--- config.mk ---
export PLATFORM = sky130hd
export DESIGN_NAME = depth_hole_detector
export DESIGN_NICKNAME = d
export VERILOG_FILES = /design/src/sv/dhd_pkg.sv /design/src/sv/depth_hole_detector.sv /design/src/sv/dhd_accum.sv /design/src/sv/dhd_divide.sv /design/src/sv/dhd_decide.sv
export SDC_FILE = /design/constraint.sdc
export NUM_CORES = 1
export LEC_CHECK = 0
export BUFFER_PORTS_ARGS = -buffer_cell sky130_fd_sc_hd__buf_4
export CAP_MARGIN = 20
export CORE_ASPECT_RATIO = 1.4
export CORE_MARGIN = 2
export CORE_UTILIZATION = 49
export DETAILED_ROUTE_END_ITERATION = 7
export PLACE_DENSITY_LB_ADDON = 0.12
export SLEW_MARGIN = 40
export SYNTH_ARGS = -nofsm -noshare
export SYNTH_HDL_FRONTEND = slang
export SYNTH_SLANG_ARGS = --single-unit
--- constraint.sdc ---
create_clock -name clk_i -period 8.8 [get_ports clk_i]
set_input_delay 1.76 -clock clk_i [delete_from_list [all_inputs] [get_ports clk_i]]
set_output_delay 1.76 -clock clk_i [all_outputs]
set_load 0.005 [all_outputs]
--- src/sv/dhd_pkg.sv ---
// Shared constants, types and structs for the depth hole detector.
package dhd_pkg;

  localparam int unsigned WINDOW     = 10;
  localparam int unsigned CAL_WINDOW = 100;

  localparam int unsigned SAMPLE_W   = 10;
  localparam int unsigned SUM_W      = 17;
  localparam int unsigned AVG_W      = 10;
  localparam int unsigned THR_W      = 8;
  localparam int unsigned CNT_W      = 4;
  localparam int unsigned RUN_W      = 8;
  localparam int unsigned HITS_W     = 5;
  localparam int unsigned PHASE_W    = 2;
  localparam int unsigned CFG_IDX_W  = 2;
  localparam int unsigned CFG_DATA_W = 8;

  localparam int unsigned LEN_MAX   = (WINDOW > CAL_WINDOW) ? WINDOW : CAL_WINDOW;
  localparam int unsigned IDX_W     = $clog2(LEN_MAX + 1);
  // Reciprocal divide: floor(x/d) == (x * (floor(2^S/d)+1)) >> S for x < 2^SUM_W
  localparam int unsigned DIV_SHIFT = SUM_W + $clog2(LEN_MAX);
  localparam int unsigned MUL_W     = DIV_SHIFT + 1;
  localparam int unsigned PROD_W    = SUM_W + MUL_W;

  localparam logic [MUL_W-1:0] RECIP_WIN = MUL_W'((64'd1 << DIV_SHIFT) / WINDOW + 64'd1);
  localparam logic [MUL_W-1:0] RECIP_CAL = MUL_W'((64'd1 << DIV_SHIFT) / CAL_WINDOW + 64'd1);
  localparam logic [IDX_W-1:0] LAST_WIN  = IDX_W'(WINDOW - 1);
  localparam logic [IDX_W-1:0] LAST_CAL  = IDX_W'(CAL_WINDOW - 1);

  localparam logic [RUN_W-1:0]  RUN_MAX  = '1;
  localparam logic [HITS_W-1:0] HITS_MAX = '1;

  localparam logic [AVG_W-1:0] BASELINE_RST = AVG_W'(160);
  localparam logic [THR_W-1:0] THRESH_RST   = THR_W'(10);
  localparam logic [THR_W-1:0] MARGIN_RST   = THR_W'(5);
  localparam logic [CNT_W-1:0] DETECT_RST   = CNT_W'(2);
  localparam logic [CNT_W-1:0] FILLCNT_RST  = CNT_W'(2);

  // Register indexes on the config port
  localparam logic [CFG_IDX_W-1:0] CFG_DEPTH_THRESHOLD = 2'd0;
  localparam logic [CFG_IDX_W-1:0] CFG_FILL_MARGIN     = 2'd1;
  localparam logic [CFG_IDX_W-1:0] CFG_DETECT_COUNT    = 2'd2;
  localparam logic [CFG_IDX_W-1:0] CFG_FILL_COUNT      = 2'd3;

  // Phase codes as seen on the result
  localparam logic [PHASE_W-1:0] PHASE_CAL  = 2'd0;
  localparam logic [PHASE_W-1:0] PHASE_DET  = 2'd1;
  localparam logic [PHASE_W-1:0] PHASE_FILL = 2'd2;

  typedef enum logic [2:0] {
    PH_CAL  = 3'b001,
    PH_DET  = 3'b010,
    PH_FILL = 3'b100
  } phase_e;

  typedef struct packed {
    logic [THR_W-1:0] depth_threshold;
    logic [THR_W-1:0] fill_margin;
    logic [CNT_W-1:0] detect_count;
    logic [CNT_W-1:0] fill_count;
  } cfg_t;

  typedef struct packed {
    logic             valid;
    logic             done;
    logic             cal;
    logic [SUM_W-1:0] sum;
  } acc_t;

  typedef struct packed {
    logic             valid;
    logic             done;
    logic [AVG_W-1:0] avg;
  } div_t;

  typedef struct packed {
    logic               valid;
    logic               done;
    logic [AVG_W-1:0]   avg;
    logic [PHASE_W-1:0] phase;
    logic               hole;
    logic               shutter;
    logic               filled;
  } res_t;

endpackage

--- src/sv/depth_hole_detector.sv ---
// Top level of the depth hole detector: input skid, config registers, pipeline.
//
// Usage:
//  - Input channel: one range sample per transfer on distance_mm_i (in_valid_i /
//    in_stall_o). Output channel: one result per input transfer (out_valid_o /
//    out_stall_i) carrying window_done, window_average, phase and three pulses.
//  - Pipeline: accumulate -> reciprocal divide -> phase decision/result register.
//    Each stage is registered; one sample per cycle is sustained while the
//    result register is not held by out_stall_i.
//  - The whole pipeline advances whenever the result register is empty or
//    being taken. A one-entry skid buffer on the input makes in_stall_o a pure
//    register: while a stalled result is held, at most one more sample is taken.
//  - Reset: phase is calibrate, baseline 160, all counters zero, registers
//    depth_threshold 10, fill_margin 5, detect_count 2, fill_count 2. The first
//    100 samples form the baseline; then windows of 10 samples are judged.
//  - Config: write enable, index and data; write only while the block is idle.
module depth_hole_detector (
  input  logic                            clk_i,
  input  logic                            rst_ni,
  input  logic                            cfg_we_i,
  input  logic [dhd_pkg::CFG_IDX_W-1:0]   cfg_idx_i,
  input  logic [dhd_pkg::CFG_DATA_W-1:0]  cfg_data_i,
  input  logic                            in_valid_i,
  output logic                            in_stall_o,
  input  logic [dhd_pkg::SAMPLE_W-1:0]    distance_mm_i,
  output logic                            out_valid_o,
  input  logic                            out_stall_i,
  output logic                            window_done_o,
  output logic [dhd_pkg::AVG_W-1:0]       window_average_o,
  output logic [dhd_pkg::PHASE_W-1:0]     phase_o,
  output logic                            hole_detected_o,
  output logic                            open_shutter_o,
  output logic                            hole_filled_o
);

  dhd_pkg::cfg_t                   cfg_q, cfg_d;
  logic                            skid_valid_q, skid_valid_d;
  logic [dhd_pkg::SAMPLE_W-1:0]    skid_data_q, skid_data_d;
  logic                            accept;
  logic                            adv;
  logic                            feed_valid;
  logic [dhd_pkg::SAMPLE_W-1:0]    feed_data;
  dhd_pkg::acc_t                   acc;
  dhd_pkg::div_t                   div;
  dhd_pkg::res_t                   res;

  // Config register writes
  always_comb begin
    cfg_d = cfg_q;
    if (cfg_we_i) begin
      case (cfg_idx_i)
        dhd_pkg::CFG_DEPTH_THRESHOLD: cfg_d.depth_threshold = cfg_data_i;
        dhd_pkg::CFG_FILL_MARGIN:     cfg_d.fill_margin     = cfg_data_i;
        dhd_pkg::CFG_DETECT_COUNT:    cfg_d.detect_count    = cfg_data_i[dhd_pkg::CNT_W-1:0];
        dhd_pkg::CFG_FILL_COUNT:      cfg_d.fill_count      = cfg_data_i[dhd_pkg::CNT_W-1:0];
        default:                      cfg_d = cfg_q;
      endcase
    end
  end

  // Pipeline advances when the result slot frees up
  assign adv    = !res.valid || !out_stall_i;
  assign accept = in_valid_i && !skid_valid_q;

  // Skid: park a transfer that arrives while the pipeline holds
  always_comb begin
    feed_valid   = skid_valid_q || accept;
    feed_data    = skid_valid_q ? skid_data_q : distance_mm_i;
    skid_valid_d = skid_valid_q ? !adv : (accept && !adv);
    skid_data_d  = (accept && !adv) ? distance_mm_i : skid_data_q;
  end

  always_ff @(posedge clk_i or negedge rst_ni) begin
    if (!rst_ni) begin
      cfg_q.depth_threshold <= dhd_pkg::THRESH_RST;
      cfg_q.fill_margin     <= dhd_pkg::MARGIN_RST;
      cfg_q.detect_count    <= dhd_pkg::DETECT_RST;
      cfg_q.fill_count      <= dhd_pkg::FILLCNT_RST;
      skid_valid_q          <= 1'b0;
    end else begin
      cfg_q        <= cfg_d;
      skid_valid_q <= skid_valid_d;
    end
  end

  always_ff @(posedge clk_i) begin
    skid_data_q <= skid_data_d;
  end

  dhd_accum u_accum (
    .clk_i    (clk_i),
    .rst_ni   (rst_ni),
    .en_i     (adv),
    .valid_i  (feed_valid),
    .sample_i (feed_data),
    .acc_o    (acc)
  );

  dhd_divide u_divide (
    .clk_i  (clk_i),
    .rst_ni (rst_ni),
    .en_i   (adv),
    .acc_i  (acc),
    .div_o  (div)
  );

  dhd_decide u_decide (
    .clk_i  (clk_i),
    .rst_ni (rst_ni),
    .en_i   (adv),
    .cfg_i  (cfg_q),
    .div_i  (div),
    .res_o  (res)
  );

  assign in_stall_o       = skid_valid_q;
  assign out_valid_o      = res.valid;
  assign window_done_o    = res.done;
  assign window_average_o = res.avg;
  assign phase_o          = res.phase;
  assign hole_detected_o  = res.hole;
  assign open_shutter_o   = res.shutter;
  assign hole_filled_o    = res.filled;

endmodule

--- src/sv/dhd_accum.sv ---
// Window accumulator: running sum and sample index, flags window completion.
module dhd_accum (
  input  logic                          clk_i,
  input  logic                          rst_ni,
  input  logic                          en_i,
  input  logic                          valid_i,
  input  logic [dhd_pkg::SAMPLE_W-1:0]  sample_i,
  output dhd_pkg::acc_t                 acc_o
);

  logic [dhd_pkg::IDX_W-1:0] idx_q, idx_d;
  logic [dhd_pkg::SUM_W-1:0] sum_q, sum_d, sum_add;
  logic                      cal_q, cal_d;
  logic [dhd_pkg::IDX_W-1:0] last;
  logic                      done;
  dhd_pkg::acc_t             acc_q, acc_d;

  always_comb begin
    sum_add = sum_q + dhd_pkg::SUM_W'(sample_i);
    last    = cal_q ? dhd_pkg::LAST_CAL : dhd_pkg::LAST_WIN;
    done    = (idx_q == last);
    idx_d   = idx_q;
    sum_d   = sum_q;
    cal_d   = cal_q;
    if (en_i && valid_i) begin
      if (done) begin
        idx_d = '0;
        sum_d = '0;
        cal_d = 1'b0;   // calibration window runs once after reset
      end else begin
        idx_d = idx_q + 1'b1;
        sum_d = sum_add;
      end
    end
    acc_d       = acc_q;
    if (en_i) begin
      acc_d.valid = valid_i;
      acc_d.done  = valid_i && done;
      acc_d.cal   = cal_q;
      acc_d.sum   = sum_add;
    end
  end

  always_ff @(posedge clk_i or negedge rst_ni) begin
    if (!rst_ni) begin
      idx_q <= '0;
      sum_q <= '0;
      cal_q <= 1'b1;
      acc_q <= '0;
    end else begin
      idx_q <= idx_d;
      sum_q <= sum_d;
      cal_q <= cal_d;
      acc_q <= acc_d;
    end
  end

  assign acc_o = acc_q;

endmodule

--- src/sv/dhd_divide.sv ---
// Window average: constant divide by reciprocal multiply, registered.
module dhd_divide (
  input  logic          clk_i,
  input  logic          rst_ni,
  input  logic          en_i,
  input  dhd_pkg::acc_t acc_i,
  output dhd_pkg::div_t div_o
);

  logic [dhd_pkg::MUL_W-1:0]  recip;
  logic [dhd_pkg::PROD_W-1:0] prod;
  dhd_pkg::div_t              div_q, div_d;

  always_comb begin
    recip = acc_i.cal ? dhd_pkg::RECIP_CAL : dhd_pkg::RECIP_WIN;
    prod  = dhd_pkg::PROD_W'(acc_i.sum) * dhd_pkg::PROD_W'(recip);
    div_d = div_q;
    if (en_i) begin
      div_d.valid = acc_i.valid;
      div_d.done  = acc_i.done;
      div_d.avg   = acc_i.done ? prod[dhd_pkg::DIV_SHIFT +: dhd_pkg::AVG_W] : '0;
    end
  end

  always_ff @(posedge clk_i or negedge rst_ni) begin
    if (!rst_ni) begin
      div_q <= '0;
    end else begin
      div_q <= div_d;
    end
  end

  assign div_o = div_q;

endmodule

--- src/sv/dhd_decide.sv ---
// Phase control: baseline, deep-run and fill counters, result register.
module dhd_decide (
  input  logic          clk_i,
  input  logic          rst_ni,
  input  logic          en_i,
  input  dhd_pkg::cfg_t cfg_i,
  input  dhd_pkg::div_t div_i,
  output dhd_pkg::res_t res_o
);

  dhd_pkg::phase_e             phase_q, phase_d;
  logic [dhd_pkg::AVG_W-1:0]   base_q, base_d;
  logic [dhd_pkg::RUN_W-1:0]   run_q, run_d, run_inc;
  logic [dhd_pkg::HITS_W-1:0]  hits_q, hits_d, hits_inc;
  logic [dhd_pkg::AVG_W:0]     deep_lim;
  logic                        deep;
  logic signed [dhd_pkg::AVG_W+1:0] fill_lvl;
  logic                        fill_hit;
  logic                        hole, shutter, filled;
  dhd_pkg::res_t               res_q, res_d;

  always_comb begin
    deep_lim = {1'b0, base_q} + (dhd_pkg::AVG_W+1)'(cfg_i.depth_threshold);
    deep     = ({1'b0, div_i.avg} > deep_lim);
    run_inc  = (run_q == dhd_pkg::RUN_MAX) ? run_q : run_q + 1'b1;
    fill_lvl = $signed({2'b00, base_q})
             - $signed((dhd_pkg::AVG_W+2)'(cfg_i.fill_margin));
    fill_hit = ($signed({2'b00, div_i.avg}) < fill_lvl);
    hits_inc = (hits_q == dhd_pkg::HITS_MAX) ? hits_q : hits_q + 1'b1;

    phase_d = phase_q;
    base_d  = base_q;
    run_d   = run_q;
    hits_d  = hits_q;
    hole    = 1'b0;
    shutter = 1'b0;
    filled  = 1'b0;

    if (div_i.valid && div_i.done) begin
      case (phase_q)
        dhd_pkg::PH_DET: begin
          run_d = deep ? run_inc : '0;
          if (run_d == dhd_pkg::RUN_W'(cfg_i.detect_count)) begin
            hole    = 1'b1;
            shutter = 1'b1;
            hits_d  = '0;
            phase_d = dhd_pkg::PH_FILL;
          end
        end
        dhd_pkg::PH_FILL: begin
          hits_d = fill_hit ? hits_inc : hits_q;
          if (hits_d > dhd_pkg::HITS_W'(cfg_i.fill_count)) begin
            filled  = 1'b1;
            phase_d = dhd_pkg::PH_DET;
          end else begin
            shutter = 1'b1;
          end
        end
        default: begin
          base_d  = div_i.avg;
          phase_d = dhd_pkg::PH_DET;
        end
      endcase
    end

    res_d = res_q;
    if (en_i) begin
      res_d.valid   = div_i.valid;
      res_d.done    = div_i.done;
      res_d.avg     = div_i.avg;
      res_d.hole    = hole;
      res_d.shutter = shutter;
      res_d.filled  = filled;
      case (phase_d)
        dhd_pkg::PH_DET:  res_d.phase = dhd_pkg::PHASE_DET;
        dhd_pkg::PH_FILL: res_d.phase = dhd_pkg::PHASE_FILL;
        default:          res_d.phase = dhd_pkg::PHASE_CAL;
      endcase
    end
  end

  always_ff @(posedge clk_i or negedge rst_ni) begin
    if (!rst_ni) begin
      phase_q <= dhd_pkg::PH_CAL;
      base_q  <= dhd_pkg::BASELINE_RST;
      run_q   <= '0;
      hits_q  <= '0;
      res_q   <= '0;
    end else begin
      if (en_i) begin
        phase_q <= phase_d;
        base_q  <= base_d;
        run_q   <= run_d;
        hits_q  <= hits_d;
      end
      res_q <= res_d;
    end
  end

  assign res_o = res_q;

endmodule

==> results of run 1 <==
tightest hold or removal path, delay by kind of cell, from the launching register on:
kind	cells	cell delay (ns)
DFF	1	0.34
and+or+nand+nor	2	0.10
metrics by stage:
stage	setup WS, ns	instances	area (µm²)
floorplan	2.12	1504	15000
global placement	1.71	1909	15700
detailed placement	1.82	1909	15700
CTS	1.80	1941	16300
global route	1.45	1941	16300
finish	1.84	1941	16300
path summary, 6_finish.rpt:
kind / start / to / slack [ns]
worst max-delay path: u_accum.acc_o[17] / u_divide.div_o[7] / 1.84
worst min-delay path: u_decide.res_o[7] / u_decide.res_o[7] / 0.47
worst max register to register: u_accum.acc_o[17] / u_divide.div_o[7] / 1.84
worst min register to register: u_decide.res_o[7] / u_decide.res_o[7] / 0.47
max in group asynchronous: rst_ni / u_decide.res_o[5] / 6.50
min in group asynchronous: rst_ni / u_decide.res_o[3] / 1.24
cell usage in the layout (no fill, tap or decap), drive strengths merged, types with 14 or more instances in the layout:
master,synthesis,routed
buf,5,51
nand2b,18,18
nor2,45,45
clkbuf,26,19
mux2,45,45
inv,307,311
xnor2,33,33
o21ai,72,72
nand2,147,147
dfrtp,115,115
and3,14,14
ha,189,189
conb,2,19
a21oi,43,43
nand3,25,25
fa,198,198
a21o,14,14
layer usage:
metal  wire (µm)  part of all wire [%]  vias to the layer above  global-route usage, %
li1            -                     -                     4906                      -
met1       12600                    37                     4993                   25.1
met2       18800                    55                      172                   43.3
met3         725                   2.1                       81                   2.55
met4        1880                   5.5                        0                   13.2
met5           0                     0                        -                      0
registers in the layout, summed over array words and instances (netlist names):
name and cells:
cfg_q 24, u_accum.acc_o 20, u_accum.sum_q 17, u_decide.res_o 17, u_divide.div_o 12, skid_data_q 10, u_decide.base_q 10, u_decide.run_q 8
u_accum.idx_q 7, u_decide.hits_q 5, u_decide.phase_q 3, in_stall_o 1, u_accum.cal_q 1
Yosys cell counts, drive strengths merged (12+ instances only):
cell type / instances / share of area, %
nor2b: 12 / 0.50
fa: 198 / 27
inv: 307 / 7.7
and2: 13 / 0.55
dfrtp: 115 / 19
clkbuf: 26 / 0.65
a21o: 14 / 0.70
mux2: 45 / 3.4
o21ai: 72 / 2.4
nand2: 147 / 3.7
nand3: 25 / 0.84
xnor2: 33 / 1.9
nand2b: 18 / 0.75
and3: 14 / 0.60
ha: 189 / 16
a21oi: 43 / 1.5
nor2: 45 / 1.1
xor2: 12 / 0.70
layout make-up:
class	instances	area (µm²)	share of cell area, %
multi-input cells	1031	10300	63.0
flip-flops and latches	135	3440	21.1
inverters	307	1150	7.07
well taps	385	482	2.95
clock buffers	19	443	2.72
repair buffers	51	390	2.39
clock inverters	13	121	0.744
kinds of logic after synthesis:
| family | synth area share [%] |
|---|---|
| xor+xnor | 2.79 |
| mux | 3.60 |
| flops | 23.1 |
| compound gates | 9.17 |
| other cells | 0.0503 |
| simple gates | 10.3 |
| fa+ha+maj | 42.4 |
| buf+inv | 8.58 |
==> flow_summary.ini, run 1 <==
[grt]
grt_first_pass_wirelength_mm = 56.0
grt_max_degree = 77
grt_antenna_before_repair = 0
grtUsageTotal_pct = 23.3
grt.overflow.total = 0
number_of_global_route_vias_before_repair = 11004

[run_status]
run_status = finished clean

[logic_synthesis]
postSynth.asyncResetShare_pct = 92.6
synthCells = 1487
synth.lib_cells_used.distinct = 77
synth.yosys.warnings = 0
syn-mean-instance-area_um2 = 10.0
synth_sequential_area_ratio_pct = 23.1
dominantRegCellSynth = dfrtp_1
syn_area_mm2 = 0.0149
synth_enable_flop_cells = 10
yosys_register_bits = 135

[timing]
highest_clock_frequency_the_design_can_meet_mhz = 144
drv_slew = 0
tightestPinTransition_ns = 0.727
finalHoldViolCount = 0
setup_total_negative_slack_ns = 0
setup_repair_after_global_routing_missed_its_margin = no
fin_skew_ns = 0.00931
slew_headroom_pct = 50.8
min_period_over_period_pct = 79.1
post-route-min-period_ns = 6.96
fin_worst_hold_slack_ns = 0.466
setup_violations_final = 0

[clocking]
cts_setup_buffers = 0
clock_insertion_delay_worst_skew_ns = 0.45
ctsLongestPathBuffers = 2
clock_root_buffer = clkbuf_16
clkSlewWorstSetupHoldPaths_ns = 0.06
holdBufCountCts = 0
cts_repair_resized_insts = 0
cts_tree = yes
cts_htree_levels = 4
cts_sinks = 135
cts_buffers = 17

[critical_path]
crit_buf_inv = 5
worst_path_largest_cell_delay_ns = 0.75
worst_path_max_fanout = 38
critical_path_required_ns = 9.13
cp-end-kind = register
rr_worst_depth = 22
worstPathArrival_ns = 7.29
worstSetupPathType = register to register
worst-path-stages = 22
path_cells = nand2b_1, inv_1, or2_2, ha_1, inv_1, fa_1, inv_1, fa_1, inv_1, fa_1, fa_1, inv_1, fa_1, ha_1, a211oi_2, nand3_1, a211oi_1, o31ai_2, a311oi_4, a211oi_2, or3_1, a32o_1
cpLargestDelayFamily = adder cells
crit_path_top_delay_cell = dfrtp_2
start_kind = register

[drt]
drt_first_iter_violations = 329
via_count = 10152
drc_errors = 0
drtPass1Iterations = 5
post_detailed_route_count_of_antenna_violating_nets = 0
postRouteWirelength_mm = 34.0
vias_per_cell = 5.23
wl_per_cell_um = 17.5

[finish]
final_core_util_pct = 54.5
drive_gt1_share_pct = 10.4
area_growth_syn_to_layout_pct = 9.28
finish.net_count = 1955
antenna_diode_instance_count = 0
fillers = 2728

[floorplanning]
floorplan.die.height_um = 210
die_area_mm2 = 0.0319
core-area_mm2 = 0.0299
starting_density_of_the_core_pct = 49.8
dieWidth_um = 151
row_count = 75
count_of_pins_on_the_block_boundary = 43

[placement]
numPortBuffers = 42
routabilityCongestion = 0.923
dp_hpwl_mm = 28.9

[min_path]
min_delay_path_depth = 2
hold_path.class = register to register

[job]
drv_cap = 0
Power of run 1 is not shown: default switching activity piles up to over one toggle a cycle in this logic, so the estimate is an artifact.
==> run 2, diff against run 1 <==
Clock period 8.8 ns to 5.6 ns, I/O delays scaled along.
==> flow_summary.ini, run 2 (same netlist as run 1, synthesis figures left out) <==
[grt]
grt.overflow.total = 0
grtUsageTotal_pct = 23.8
grt_antenna_before_repair = 0
grt_first_pass_wirelength_mm = 58.1
grt_max_degree = 85
number_of_global_route_vias_before_repair = 11714

[clocking]
cts_htree_levels = 4
clock_root_buffer = clkbuf_16
clkSlewWorstSetupHoldPaths_ns = 0.06
cts_tree = yes
cts_buffers = 17
cts_sinks = 135
holdBufCountCts = 0
ctsLongestPathBuffers = 2
clock_insertion_delay_worst_skew_ns = 0.44

[critical_path]
crit_path_top_delay_cell = fa_1
worstSetupPathType = register to register
start_kind = register
crit_top_cell = fa_1
cp-end-kind = register
critical_path_required_ns = 5.92
worst_path_max_fanout = 8
rr_worst_depth = 22
worstPathArrival_ns = 6.57
path_cells = buf_6, and2_4, or2_4, ha_4, inv_2, fa_1, inv_1, fa_1, inv_1, fa_1, fa_1, inv_2, fa_1, ha_4, a211oi_4, nand3_2, a211oi_4, o31ai_4, a311oi_4, a211oi_2, or3_1, a32o_1
worst_path_largest_cell_delay_ns = 0.60

[timing]
fin_skew_ns = 0.0136
post-route-min-period_ns = 6.25
tightestPinTransition_ns = 0.764
min_period_over_period_pct = 112
fin_ws_ns = -0.648
finalHoldViolCount = 0
fin_worst_hold_slack_ns = 0.466
setup_total_negative_slack_ns = -4.73
highest_clock_frequency_the_design_can_meet_mhz = 160
slew_headroom_pct = 48.9
setup_repair_after_global_routing_missed_its_margin = yes
setup_violations_final = 10
drv_slew = 0

[finish]
area_growth_syn_to_layout_pct = 17.8
leading_cell_type_in_the_layout_fill_and_taps_excluded = inv_1
finalInstanceArea_mm2 = 0.0176
drive_gt1_share_pct = 19.7
finish.net_count = 2085
regMostFlops = cfg_q
number_of_flip_flops_in_the_largest_register = 24
final_cell_mix = inv_1 (302), fa_1 (196), ha_1 (186)
antenna_diode_instance_count = 0

[placement]
numPortBuffers = 42
routabilityCongestion = 0.948
dp_hpwl_mm = 30.0
dpl-instance-area_mm2 = 0.0167

[floorplanning]
dieWidth_um = 151
die_area_mm2 = 0.0319
core-area_mm2 = 0.0299
count_of_pins_on_the_block_boundary = 43
row_count = 75
floorplan.die.height_um = 210
starting_density_of_the_core_pct = 49.8

[drt]
drt_first_iter_violations = 342
postRouteWirelength_mm = 35.0
drtPass1Iterations = 5
wl_per_cell_um = 16.9
via_count = 10754
vias_per_cell = 5.19
post_detailed_route_count_of_antenna_violating_nets = 0
drc_errors = 0

[job]
drv_cap = 0

[run_status]
violations = negative setup slack
run_status = finished with violations

[min_path]
hold_path.class = register to register
min_delay_path_depth = 2
-- run 2: cell count changes in the layout (fill, tap and decap cells not counted), moves of 4 or more --
cell | previous run | this run
buf_4 | 49 | 173
o21ai_0 | 65 | 53
o21ai_1 | 6 | 15
and2_1 | 11 | 6
and2_4 | 0 | 5
inv_1 | 307 | 302
inv_2 | 0 | 5
a21oi_1 | 42 | 38
a21oi_2 | 1 | 5
clkinvlp_4 | 4 | 0
o21ai_2 | 0 | 4
-- run 2: repair_timing --
| item | CTS | global route |
|---|---|---|
| cloned | 0 | 2 |
| setup endpoints to repair | 10 | 16 |
| gates resized for setup | 14 | 46 |
| pin swaps | 0 | 18 |
| setup buffers | 1 | 2 |
-- run 2: final timing paths --
check                                  startpoint            endpoint  slack, ns
worst max-delay path            u_accum.acc_o[17]   u_divide.div_o[7]      -0.65
worst min-delay path            u_decide.res_o[6]   u_decide.res_o[6]       0.47
max in group asynchronous                  rst_ni            cfg_q[8]       3.83
worst max register to register  u_accum.acc_o[17]   u_divide.div_o[7]      -0.65
min in group asynchronous                  rst_ni  u_decide.hits_q[1]       0.71
worst min register to register  u_decide.res_o[6]   u_decide.res_o[6]       0.47
-- run 2: cell type report --
class / count / area [µm²]
fillers: 2577 / 12400
multi-input cells: 1031 / 10500
flip-flops and latches: 135 / 3440
repair buffers: 181 / 1430
inverters: 307 / 1150
well taps: 385 / 482
clock buffers: 18 / 439
clock inverters: 14 / 144
-- run 2: stage by stage --
| stage | utilization [%] | std cells | worst slack, ns |
|---|---|---|---|
| CTS | 58.1 | 2069 | -0.614 |
| detailed placement | 55.9 | 2036 | -0.722 |
| finish | 58.7 | 2071 | -0.648 |
| floorplan | - | 1504 | -0.481 |
| global route | 58.7 | 2071 | -0.840 |
| global placement | 55.9 | 2036 | -0.603 |
-- run 2: metal layers --
| metal | track usage [%] | up-vias | part of all wire [%] |
|---|---|---|---|
| met5 | 0 | - | 0 |
| met4 | 9.76 | 0 | 4.2 |
| met3 | 2.77 | 65 | 1.7 |
| met2 | 46.0 | 151 | 57 |
| met1 | 25.8 | 5375 | 37 |
| li1 | - | 5163 | - |
-- run 2: worst max-delay path: cells and delay by family, from the launching register on --
kind	cells	cell delay, ns
flops	1	0.48
buf+inv	5	0.33
simple gates	4	0.88
compound gates	6	1.32
fa+ha+maj	7	3.10
Power of run 2 is left out for the same reason.
